$ cat src/hdl/pcm_pkg.sv
// shared widths, types and constants for the pair collision pipeline
package pcm_pkg;

  localparam int unsigned IN_DATA_W  = 192;
  localparam int unsigned IN_USER_W  = 2;
  localparam int unsigned OUT_DATA_W = 56;

  localparam int unsigned SQ_IN_W = 48;
  localparam int unsigned ROOT_W  = 24;
  localparam int unsigned NUM_W   = 48;
  localparam int unsigned DEN_W   = 24;
  localparam int unsigned QUO_W   = NUM_W - DEN_W;

  typedef enum logic [1:0] {
    DIR_LEFT,
    DIR_RIGHT,
    DIR_TOP,
    DIR_BOTTOM
  } edge_dir_e;

  typedef struct packed {
    logic               rr;
    logic               cc;
    logic               flip;
    logic               en;
    logic signed [23:0] c_x;
    logic signed [23:0] c_y;
    logic [22:0]        c_r;
    logic signed [23:0] r_x;
    logic signed [23:0] r_y;
    logic signed [24:0] r_r;
    logic signed [24:0] r_b;
    logic signed [24:0] cdx;
    logic signed [24:0] cdy;
    logic [23:0]        rs;
    logic signed [23:0] ax;
    logic signed [23:0] ay;
    logic signed [23:0] bx;
    logic signed [23:0] by;
    logic signed [24:0] ar;
    logic signed [24:0] ab;
    logic signed [24:0] br;
    logic signed [24:0] bb;
  } st1_t;

  typedef struct packed {
    logic               rr;
    logic               cc;
    logic               flip;
    logic               en;
    logic [22:0]        c_r;
    logic               neg_x;
    logic               neg_y;
    logic [25:0]        mdx;
    logic [25:0]        mdy;
    logic [23:0]        rad;
    logic signed [25:0] l;
    logic signed [25:0] rt;
    logic signed [25:0] t;
    logic signed [25:0] bt;
    logic signed [25:0] ox;
    logic signed [25:0] oy;
    logic               rr_negx;
    logic               rr_negy;
  } st2_t;

  typedef struct packed {
    logic               rr;
    logic               cc;
    logic               flip;
    logic               en;
    logic [22:0]        c_r;
    logic               neg_x;
    logic               neg_y;
    logic [51:0]        sqx;
    logic [51:0]        sqy;
    logic [47:0]        rad2;
    logic signed [25:0] m1;
    logic signed [25:0] m2;
    logic               m1_rt;
    logic               m2_bt;
    logic               rr_hit;
    logic signed [25:0] rr_px;
    logic signed [25:0] rr_py;
    logic [23:0]        mx;
    logic [23:0]        my;
    logic [23:0]        rad;
  } st3_t;

  typedef struct packed {
    logic               hit;
    logic               mover_b;
    logic               use_div;
    logic               neg_x;
    logic               neg_y;
    logic signed [25:0] fx;
    logic signed [25:0] fy;
  } side_t;

  typedef struct packed {
    logic [23:0] rad;
    logic [23:0] mx;
    logic [23:0] my;
  } geo_t;

  typedef struct packed {
    logic               hit;
    logic               mover_b;
    logic signed [25:0] px;
    logic signed [25:0] py;
  } out_t;

endpackage

$ cat src/hdl/pcm_div.sv
// pipelined restoring divider, one quotient bit per stage
module pcm_div (
  input  logic                       clk_i,
  input  logic                       en_i,
  input  logic [pcm_pkg::NUM_W-1:0]  num_i,
  input  logic [pcm_pkg::DEN_W-1:0]  den_i,
  output logic [pcm_pkg::QUO_W-1:0]  quo_o
);
  import pcm_pkg::*;

  logic [DEN_W-1:0] r_q [QUO_W];
  logic [QUO_W-1:0] q_q [QUO_W];
  logic [QUO_W-1:0] n_q [QUO_W];
  logic [DEN_W-1:0] d_q [QUO_W];

  for (genvar j = 0; j < QUO_W; j++) begin : g_step
    logic [DEN_W-1:0] r_in;
    logic [QUO_W-1:0] q_in;
    logic [QUO_W-1:0] n_in;
    logic [DEN_W-1:0] d_in;
    logic [DEN_W:0]   cand;

    if (j == 0) begin : g_first
      assign r_in = num_i[NUM_W-1 -: DEN_W];
      assign q_in = '0;
      assign n_in = num_i[QUO_W-1:0];
      assign d_in = den_i;
    end else begin : g_next
      assign r_in = r_q[j-1];
      assign q_in = q_q[j-1];
      assign n_in = n_q[j-1];
      assign d_in = d_q[j-1];
    end

    assign cand = {r_in, n_in[QUO_W-1-j]};

    always_ff @(posedge clk_i) begin
      if (en_i) begin
        n_q[j] <= n_in;
        d_q[j] <= d_in;
        if (cand >= {1'b0, d_in}) begin
          r_q[j] <= DEN_W'(cand - {1'b0, d_in});
          q_q[j] <= {q_in[QUO_W-2:0], 1'b1};
        end else begin
          r_q[j] <= cand[DEN_W-1:0];
          q_q[j] <= {q_in[QUO_W-2:0], 1'b0};
        end
      end
    end
  end

  assign quo_o = q_q[QUO_W-1];

endmodule

$ cat config.mk
export PLATFORM = sky130hd
export DESIGN_NAME = pcm_div
export DESIGN_NICKNAME = d
export VERILOG_FILES = /design/src/hdl/pcm_pkg.sv /design/src/hdl/pcm_div.sv
export SDC_FILE = /design/constraint.sdc
export NUM_CORES = 2
export LEC_CHECK = 0
export ABC_CLOCK_PERIOD_IN_PS = 3000
export CAP_MARGIN = 40
export CORE_ASPECT_RATIO = 0.75
export CORE_MARGIN = 3
export CORE_UTILIZATION = 30
export DETAILED_ROUTE_END_ITERATION = 6
export DONT_BUFFER_PORTS = 1
export SLEW_MARGIN = 20
export SYNTH_ARGS = -nofsm -noshare
export SYNTH_HDL_FRONTEND = slang
export SYNTH_SLANG_ARGS = --single-unit
$ cat constraint.sdc
create_clock -name clk_i -period 3 [get_ports clk_i]
set_input_delay 0.15 -clock clk_i [delete_from_list [all_inputs] [get_ports clk_i]]
set_output_delay 0.15 -clock clk_i [all_outputs]
set_load 0.005 [all_outputs]
==> results by group <==
Drt
  • Vias: 60112
  • Initial DRC count: 4946
  • Final WL: 231000 um
  • Vias/cell: 4.86
  • DRC: 0
  • Avg WL per Cell: 18.6 um
  • First-pass iteration count of the detailed router: 6
  • Post-route ant nets: 0

Synthesis
  • Netlist cell types: 99
  • EDFF count, synth: 1679
  • Yosys reg bits: 1680
  • Post-synth top area share: 58.2%
  • Netlist Area Pre-Place: 86600 um2
  • Top post-synthesis cells by area: edfxtp_1 (58%), ha_1 (8.3%), mux2_2 (3.8%)
  • Most used DFF post-synth: edfxtp_1
  • Synth warn: 0
  • Post-synth ARST share: 0%
  • Post-synth top area cell: edfxtp_1
  • Syn avg cell area: 12.4 um2
  • Post-synth net total: 7630
  • Count leader, synth: edfxtp_1
  • Commonest cells in the netlist: edfxtp_1 (1679), inv_1 (738), ha_1 (576)
  • Seq/Total Area, Yosys: 58.2%
  • Mapped Cells: 6957

Clock tree
  • Clock Tree Root: clkbuf_16
  • H-tree depth: 4
  • CTS Sinks: 1680
  • CTS max path bufs: 4
  • CTS buffer count: 187
  • Clock Latency Late Sink: 870 ps
  • CTS tree: done
  • Reg clk slew, reported paths: 60 ps

Global routing
  • Met3 global-route usage: 2.23%
  • GRT Max-Usage Layer: met2
  • Met2 Track Usage GR: 22.4%
  • Grt ovf: 0
  • Met1 Usage GRT: 21.9%
  • Antenna violations before repair: 11
  • GRT Overall Usage: 14.8%
  • Largest net degree at the start of global routing: 226
  • First-pass GRT wire length: 345000 um
  • Vias in the first global route: 58996

Timing
  • Final min period: 3280 ps
  • Final Max Slew Viols: 0
  • Max-slew headroom: 32.4%
  • Slew at the pin with the worst max-slew slack: 1010 ps
  • Endpoints failing setup: 344
  • Final WS setup: -281 ps
  • RSZ-0062 raised after global routing: yes
  • Clock skew: 73.7 ps
  • Crit share post-route: 109%
  • WHS: 43.1 ps
  • Maximum clock rate: 0.305 GHz
  • Final hold violations: 0

Setup path
  • R2R Path End: r_q[2][142]
  • Critical Path Source Type: flip-flop
  • Crit Path Class: reg2reg
  • CP Capture Type: flip-flop
  • Register-to-register setup slack: -280 ps
  • Worst Path Required: 3610 ps
  • Crit-path max FO: 2
  • Worst r2r path cells: 12
  • Worst reg2reg startpoint: d_q[2][97]
  • Worst Path Arrival: 3890 ps

Min path
  • Worst Min Path Start: en_i
  • Worst hold stages: 3
  • Hold endpoint: r_q[0][172]
  • Hold Path Class: in2reg

Cells and area
  • Nets: 9121
  • Area Overhead vs Synth: 33.2%
  • Fraction of layout instances using a drive strength above 1: 31.0%
  • Final Non-Filler Cells: 12381

Floorplanning
  • Die area: 295000 um2
  • Die Y-Extent: 471 um
  • Starting density of the core: 30.2%
  • Die Wd: 626 um
  • Core Box Area: 287000 um2
  • FP Rows: 170
  • Number of top-level pins: 98

Status
  • Status: finished with violations
  • Failing checks: setup timing

Power
  • Internal power: 77000 uW
  • Sequential power share: 31.1%
  • Combinational Power Share: 49.5%
  • Pwr Density: 1030 nW/um2
  • Pleak: 0.0471 uW
  • Clock share of power: 19.4%
  • Sw Pwr: 41900 uW
  • Sw frac: 35.2%
  • Max IR drop VDD: 0.000522 V

Run
  • Max_cap viols: 0

Placement
  • Routability cong.: 0.886
  • I/O Buffers: 0
  • Final HPWL DP: 156000 um
  • Placed cell count: 11546
==> cell usage in the layout (no fill, tap or decap), types with 115 or more instances in the layout <==
| cell type | n |
|---|---|
| a21o_1 | 271 |
| nand2_1 | 275 |
| ha_1 | 487 |
| o21ai_0 | 184 |
| nor2_1 | 337 |
| clkbuf_16 | 201 |
| mux2_4 | 203 |
| mux2_2 | 115 |
| inv_1 | 691 |
| xnor2_1 | 286 |
| xor2_1 | 150 |
| edfxtp_1 | 1679 |
| dlygate4sd3_1 | 129 |
| buf_4 | 1098 |
| a21oi_1 | 411 |
==> worst max-delay path by stage <==
stage / start / cells past startpoint / endpoint / slack [ps]
2_1_floorplan: r_q[2][96] / 11 / r_q[2][135] / -70
3_3_place_gp: en_i / 9 / r_q[2][96] / -550
3_5_place_dp: en_i / 9 / r_q[2][96] / -530
4_1_cts: r_q[0][120] / 13 / r_q[0][150] / -340
5_1_grt: r_q[2][96] / 12 / r_q[2][135] / -370
6_report: d_q[2][97] / 12 / r_q[2][142] / -280
==> routing by layer <==
| metal | vias up | wire length (um) |
|---|---|---|
| met1 | 29488 | 112000 |
| met2 | 1532 | 102000 |
| met5 | - | 55 |
| met3 | 310 | 11700 |
| met4 | 10 | 5280 |
| li1 | 28772 | - |
==> worst max-delay path: stages, from the launching register on <==
cell	delay, ps
edfxtp_1	400
inv_2	70
buf_4	140
fa_2	380
a21o_1	200
a21oi_2	160
o211a_1	200
o31a_1	200
o21a_1	220
or4b_4	510
a31oi_4	200
xnor2_2	90
mux2_4	260
==> power groups by stage <==
stage | Clock, uW | Combinational [uW] | Sequential, uW
2_1_floorplan | 0 | 31200 | 35100
3_3_place_gp | 0 | 45500 | 37200
3_5_place_dp | 0 | 46300 | 37200
4_1_cts | 23900 | 53600 | 36900
5_1_grt | 24800 | 63700 | 37500
6_report | 23000 | 58900 | 37000
==> what timing repair did <==
| action | 4_1_cts | 5_1_grt |
|---|---|---|
| hold buffers | 134 | 3 |
| resized for setup | 720 | 638 |
| endpoints found under the hold margin | 255 | 135 |
| buffers inserted | 191 | 188 |
| gates cloned | 42 | 14 |
| pin swaps | 260 | 351 |
| setup endpoints to repair | 500 | 552 |
==> final cells by class <==
class | instances | area, um2
flip-flops and latches | 1680 | 50400
repair buffers | 1459 | 13600
inverters | 744 | 2840
clock inverters | 122 | 1220
diodes | 8 | 20.0
fillers | 26609 | 171000
repair inverters | 2 | 36.3
well taps | 3784 | 4730
multi-input cells | 4374 | 37700
clock buffers | 208 | 4800
==> sequential cells by signal, indices dropped and copies added, names as in the netlist <==
signal  flops
r_q       552
d_q       552
n_q       276
q_q       300
==> metrics by stage <==
step / setup WS [ps] / area [um2] / total power (uW) / utilization (%) / TNS, ps
2_1_floorplan: -73.7 / 86900 / 66300 / - / -2670
3_3_place_gp: -549 / 98600 / 82700 / 34.4 / -109380
3_5_place_dp: -527 / 98700 / 83500 / 34.4 / -125130
4_1_cts: -340 / 111000 / 114000 / 38.8 / -47170
5_1_grt: -372 / 115000 / 126000 / 40.2 / -78370
6_report: -281 / 115000 / 119000 / 40.2 / -40830
==> cells by family after synthesis <==
group                    synth area share (%)
AND/OR/NAND/NOR                          7.50
AO/OA/AOI/OAI                            12.4
flip-flops                               58.2
multiplexers                             4.42
buffers and inverters                    4.11
XOR/XNOR                                 4.50
adder cells (fa/ha/maj)                  8.85
No activity file was read; power rests on OpenSTA's default activity.
