$ cat src/hdl/pcm_pkg.sv
// shared widths, types and constants for the pair collision pipeline
package pcm_pkg;

  localparam int unsigned IN_DATA_W  = 192;
  localparam int unsigned IN_USER_W  = 2;
  localparam int unsigned OUT_DATA_W = 56;

  localparam int unsigned SQ_IN_W = 48;
  localparam int unsigned ROOT_W  = 24;
  localparam int unsigned NUM_W   = 48;
  localparam int unsigned DEN_W   = 24;
  localparam int unsigned QUO_W   = NUM_W - DEN_W;

  typedef enum logic [1:0] {
    DIR_LEFT,
    DIR_RIGHT,
    DIR_TOP,
    DIR_BOTTOM
  } edge_dir_e;

  typedef struct packed {
    logic               rr;
    logic               cc;
    logic               flip;
    logic               en;
    logic signed [23:0] c_x;
    logic signed [23:0] c_y;
    logic [22:0]        c_r;
    logic signed [23:0] r_x;
    logic signed [23:0] r_y;
    logic signed [24:0] r_r;
    logic signed [24:0] r_b;
    logic signed [24:0] cdx;
    logic signed [24:0] cdy;
    logic [23:0]        rs;
    logic signed [23:0] ax;
    logic signed [23:0] ay;
    logic signed [23:0] bx;
    logic signed [23:0] by;
    logic signed [24:0] ar;
    logic signed [24:0] ab;
    logic signed [24:0] br;
    logic signed [24:0] bb;
  } st1_t;

  typedef struct packed {
    logic               rr;
    logic               cc;
    logic               flip;
    logic               en;
    logic [22:0]        c_r;
    logic               neg_x;
    logic               neg_y;
    logic [25:0]        mdx;
    logic [25:0]        mdy;
    logic [23:0]        rad;
    logic signed [25:0] l;
    logic signed [25:0] rt;
    logic signed [25:0] t;
    logic signed [25:0] bt;
    logic signed [25:0] ox;
    logic signed [25:0] oy;
    logic               rr_negx;
    logic               rr_negy;
  } st2_t;

  typedef struct packed {
    logic               rr;
    logic               cc;
    logic               flip;
    logic               en;
    logic [22:0]        c_r;
    logic               neg_x;
    logic               neg_y;
    logic [51:0]        sqx;
    logic [51:0]        sqy;
    logic [47:0]        rad2;
    logic signed [25:0] m1;
    logic signed [25:0] m2;
    logic               m1_rt;
    logic               m2_bt;
    logic               rr_hit;
    logic signed [25:0] rr_px;
    logic signed [25:0] rr_py;
    logic [23:0]        mx;
    logic [23:0]        my;
    logic [23:0]        rad;
  } st3_t;

  typedef struct packed {
    logic               hit;
    logic               mover_b;
    logic               use_div;
    logic               neg_x;
    logic               neg_y;
    logic signed [25:0] fx;
    logic signed [25:0] fy;
  } side_t;

  typedef struct packed {
    logic [23:0] rad;
    logic [23:0] mx;
    logic [23:0] my;
  } geo_t;

  typedef struct packed {
    logic               hit;
    logic               mover_b;
    logic signed [25:0] px;
    logic signed [25:0] py;
  } out_t;

endpackage

$ cat src/hdl/pcm_isqrt.sv
// pipelined integer square root, one result bit per stage
module pcm_isqrt (
  input  logic                         clk_i,
  input  logic                         en_i,
  input  logic [pcm_pkg::SQ_IN_W-1:0]  sq_i,
  output logic [pcm_pkg::ROOT_W-1:0]   root_o
);
  import pcm_pkg::*;

  localparam int unsigned STEPS = ROOT_W;
  localparam int unsigned REM_W = ROOT_W + 2;

  logic [REM_W-1:0]   rem_q  [STEPS];
  logic [ROOT_W-1:0]  root_q [STEPS];
  logic [SQ_IN_W-1:0] val_q  [STEPS];

  for (genvar j = 0; j < STEPS; j++) begin : g_step
    logic [REM_W-1:0]   rem_in;
    logic [ROOT_W-1:0]  root_in;
    logic [SQ_IN_W-1:0] val_in;
    logic [REM_W+1:0]   cand;
    logic [REM_W+1:0]   trial;

    if (j == 0) begin : g_first
      assign rem_in  = '0;
      assign root_in = '0;
      assign val_in  = sq_i;
    end else begin : g_next
      assign rem_in  = rem_q[j-1];
      assign root_in = root_q[j-1];
      assign val_in  = val_q[j-1];
    end

    assign cand  = {rem_in, val_in[SQ_IN_W-1-2*j -: 2]};
    assign trial = {2'b00, root_in, 2'b01};

    always_ff @(posedge clk_i) begin
      if (en_i) begin
        val_q[j] <= val_in;
        if (cand >= trial) begin
          rem_q[j]  <= REM_W'(cand - trial);
          root_q[j] <= {root_in[ROOT_W-2:0], 1'b1};
        end else begin
          rem_q[j]  <= REM_W'(cand);
          root_q[j] <= {root_in[ROOT_W-2:0], 1'b0};
        end
      end
    end
  end

  assign root_o = root_q[STEPS-1];

endmodule

$ cat config.mk
export PLATFORM = sky130hd
export DESIGN_NAME = pcm_isqrt
export DESIGN_NICKNAME = d
export VERILOG_FILES = /design/src/hdl/pcm_pkg.sv /design/src/hdl/pcm_isqrt.sv
export SDC_FILE = /design/constraint.sdc
export NUM_CORES = 2
export LEC_CHECK = 0
export ABC_AREA = 1
export BUFFER_PORTS_ARGS = -buffer_cell sky130_fd_sc_hd__buf_4
export CAP_MARGIN = 20
export CORE_MARGIN = 4
export CORE_UTILIZATION = 50
export DETAILED_ROUTE_END_ITERATION = 10
export PLACE_DENSITY = 0.65
export REMOVE_ABC_BUFFERS = 1
export SLEW_MARGIN = 20
export SYNTH_ARGS = -nofsm -noshare
export SYNTH_HDL_FRONTEND = slang
export SYNTH_SLANG_ARGS = --single-unit
export TNS_END_PERCENT = 10
$ cat constraint.sdc
create_clock -name clk_i -period 4.23 [get_ports clk_i]
set_input_delay 0.423 -clock clk_i [delete_from_list [all_inputs] [get_ports clk_i]]
set_output_delay 0.423 -clock clk_i [all_outputs]
set_load 0.005 [all_outputs]
==> run_results.csv <==
group,metric,value,unit
detailed_routing,firstDrtPassIters,6,
worst_setup_path,path_cells,"inv_1 -> ha_1 -> nand2_1 -> inv_1 -> a21oi_1 -> nand2_1 -> a21oi_1 -> nand4_2 -> nand2_1 -> nand2_1",
pwr,p_total,0.0416,W
timing,grt_setup_unrepaired,"false",
min_path,hold_class,"in -> reg",
worst_setup_path,path_max_fanout,10,
grt,overflow,0,
placed_design,io_buffers,73,
synth,synth_top_family_by_area,"simple AND/OR/NAND/NOR gates",
pwr,irDropWorstVdd,0.000446,V
synth,ys_seq_area_share,53.3,%
worst_setup_path,worst_setup_path_start_kind,"flip-flop",
timing,skew,0.0345,ns
detailed_routing,drc,0,
synth,yosys.area_share.simple,25.8,%
pwr,p_comb_share,23.2,%
synth,synth_xor_area_share,2.70,%
placed_design,place_hpwl,162000,um
cells_and_area,final_common_cell,"nand2_1",
clock_network,post-cts-setup-buffer-count,0,
cells_and_area,fin_util,55.6,%
detailed_routing,routed_wl,207000,um
clock_network,clock_latency,0.81,ns
detailed_routing,wl_per_cell,17.9,um
pwr,power_density,473,nW/um^2
cells_and_area,final_cell_mix,"nand2_1 (2,844), inv_1 (1,647), edfxtp_1 (1,414)",
floorplanning,core-area,158000,um^2
cells_and_area,stdcell_area,88000,um^2
placed_design,place_congestion,0.960,
worst_setup_path,crit_buf_inv,2,
worst_setup_path,r2r_slack,1.22,ns
grt,antenna_found_initial,0,
grt,grt.total_usage,24.5,%
worst_setup_path,cp_num_cells,10,
pwr,power.leakage,40.5,nW
worst_setup_path,rr_endpoint,"rem_q[2][151]$_DFFE_PP_",
pwr,p_switching,0.0133,W
synth,syn_inst,9167,
timing,drv_slew,0,
detailed_routing,ant_nets,0,
pwr,p_clk_share,32.4,%
synth,netlist_area,79700,um^2
worst_setup_path,critical-path-top-delay-family,"simple AND/OR/NAND/NOR gates",
timing,timing.fmax,0.332,GHz
cells_and_area,layout-drive-gt1-share,5.84,%
clock_network,cts_buffers,153,
grt,grt_pass1_vias,57600,
pwr,sequentialPowerShare,44.4,%
synth,synth-edff-count,1414,
grt,grt_pass1_wl,321000,um
cells_and_area,final-instance-count-excl-fill,11600,
outcome,outcome,"finished clean",
worst_setup_path,end_kind,"flip-flop",
worst_setup_path,crit_required,4.75,ns
cells_and_area,area_delta_synth_final,10.5,%
timing,slew_headroom,32.6,%
floorplanning,rows,146,
clock_network,cts_htree_levels,4,
floorplanning,fp.dieH,407,um
placed_design,dpl_cell_area,82500,um^2
pwr,p_int,0.0283,W
floorplanning,start_util,50.3,%
worst_setup_path,cp.arrival,3.53,ns
cells_and_area,n_antenna_cell,0,
timing,fin_crit,3.01,ns
synth,ys_ff_latch,1415,
worst_setup_path,reg2reg_depth,10,
clock_network,cts_tree,"yes",
worst_setup_path,critical-path-max-stage-delay,0.54,ns
timing,final_hold_viol_count,0,
synth,synth_compound_area_share,4.36,%
synth,synthMuxAreaShare,0,%
clock_network,cts.sinks,1415,
worst_setup_path,r2r-start,"root_q[2][113]$_DFFE_PP_",
synth,synth_flop_cell,"edfxtp_1",
grt,grt_max_degree,145,
worst_setup_path,cp_slowest_cell,"edfxtp_1",
timing,setup_tns,0,ns
pwr,switching_share,31.9,%
floorplanning,pin_count,74,
clock_network,clkTransAtPathRegs,0.07,ns
floorplanning,dieWidth,407,um
worst_setup_path,crit_type,"reg -> reg",
worst_setup_path,crit_end,"rem_q[2][151]$_DFFE_PP_",
synth,yosysUniqueCellTypes,60,
synth,ys.warnings.count,0,
timing,fin_crit_sh,71.1,%
worst_setup_path,crit_path_start,"root_q[2][113]$_DFFE_PP_",
detailed_routing,num_vias,60000,
synth,async_flop_share,0,%
timing,tightestPinTransition,1.01,ns
floorplanning,die_area,166000,um^2
job,maxCapViolCount,0,
synth,syn_avg_cell_area,8.69,um^2
synth,synthAdderAreaFrac,5.14,%
placed_design,place_inst,11200,
worst_setup_path,cpMostUsedCell,"nand2_1",
timing,setup_violations,0,
clock_network,clock_path_buffers,3,
clock_network,root_buffer,"clkbuf_16",
cells_and_area,layout.nets,9755,
detailed_routing,drtIter0Drc,4988,
detailed_routing,drt-vias-per-instance,5.19,
power by group through the flow:
stage	Combinational [W]	Sequential [W]	Clock, W
4_1_cts	0.00959	0.0185	0.0138
6_report	0.00967	0.0185	0.0135
2_1_floorplan	0.00669	0.0182	0
3_3_place_gp	0.00941	0.0188	0
5_1_grt	0.0109	0.0186	0.0145
3_5_place_dp	0.00950	0.0188	0
worst reg2reg max path: cells and delay by family (launching register included):
kind / cells / cell delay [ns]
AOI/OAI and AO/OA: 2 / 0.46
adders and majority gates: 1 / 0.40
buffers and inverters: 2 / 0.13
DFF: 1 / 0.54
and+or+nand+nor: 5 / 1.22
through the flow:
| stage | worst slack, ns | hold slack [ns] |
|---|---|---|
| floorplan | 1.85 | 0.400 |
| global placement | 1.25 | 0.400 |
| detailed placement | 1.25 | 0.405 |
| CTS | 1.24 | 0.0734 |
| global route | 1.09 | 0.0685 |
| finish | 1.22 | 0.0934 |
per-layer routing:
metal	global-route usage [%]	vias to the layer above	routed length (um)	share of wire (%)
li1	-	30200	-	-
met1	33.6	28000	92900	45
met2	41.2	1586	98200	48
met3	3.04	313	10000	4.8
met4	6.84	0	5500	2.7
met5	0	-	0	0
sequential cells by signal, indices dropped and copies added (netlist names):
register and cells:
rem_q 563, root_q 300, val_q 552
Yosys cell counts, drive strengths merged, types with 7 or more instances:
| library cell | n | area [um^2] |
|---|---|---|
| o21bai | 20 | 150 |
| xnor2 | 89 | 780 |
| nor2 | 855 | 3390 |
| edfxtp | 1414 | 42500 |
| buf | 62 | 536 |
| and2 | 10 | 62.6 |
| nand2 | 2877 | 10900 |
| o21ai | 264 | 1460 |
| nor3 | 131 | 721 |
| clkbuf | 27 | 101 |
| inv | 1665 | 6260 |
| a21o | 7 | 52.6 |
| or2 | 27 | 169 |
| o21a | 9 | 68.8 |
| a21boi | 11 | 105 |
| nand3b | 84 | 656 |
| ha | 327 | 4090 |
| and3 | 17 | 106 |
| o211ai | 7 | 52.6 |
| a21oi | 284 | 1480 |
| nand4 | 184 | 1200 |
| xor2 | 157 | 1380 |
| nand3 | 606 | 3160 |
| nor4 | 11 | 111 |
cell type report:
type                            instances  area (um^2)
Multi-Input combinational cell       5997        30300
Clock inverter                         93         1080
Inverter                             1666         6260
Timing Repair Buffer                  145         1320
Clock buffer                          182         4010
Fill cell                           14400        70300
Sequential cell                      1415        42500
Tap cell                             2072         2590
logic make-up (layout without fill, tap and decap cells):
family          count (synthesis)  after routing
simple gates                 4808           4808
buf+inv                      1755           2086
flops                        1415           1415
compound gates                616            616
fa+ha+maj                     327            327
xor+xnor                      246            246
how the worst min path moves through the flow:
stage | to | slack, ns | cells after the start | start
after global routing | val_q[0][194]$_DFFE_PP_ | 0.07 | 1 | en_i
after global placement | val_q[0][64]$_DFFE_PP_ | 0.40 | 0 | val_q[0][16]$_DFFE_PP_
after CTS | val_q[0][194]$_DFFE_PP_ | 0.07 | 1 | en_i
after detailed placement | val_q[0][105]$_DFFE_PP_ | 0.40 | 0 | val_q[0][57]$_DFFE_PP_
final | val_q[0][0]$_DFFE_PP_ | 0.09 | 1 | en_i
after floorplan | val_q[0][100]$_DFFE_PP_ | 0.40 | 0 | val_q[0][52]$_DFFE_PP_
timing repair:
action,CTS,global route
setup endpoints to repair,0,0
hold buffers,48,0
resized for setup,0,0
hold endpoints to repair,48,0
No activity file was read; power rests on OpenSTA's default activity.
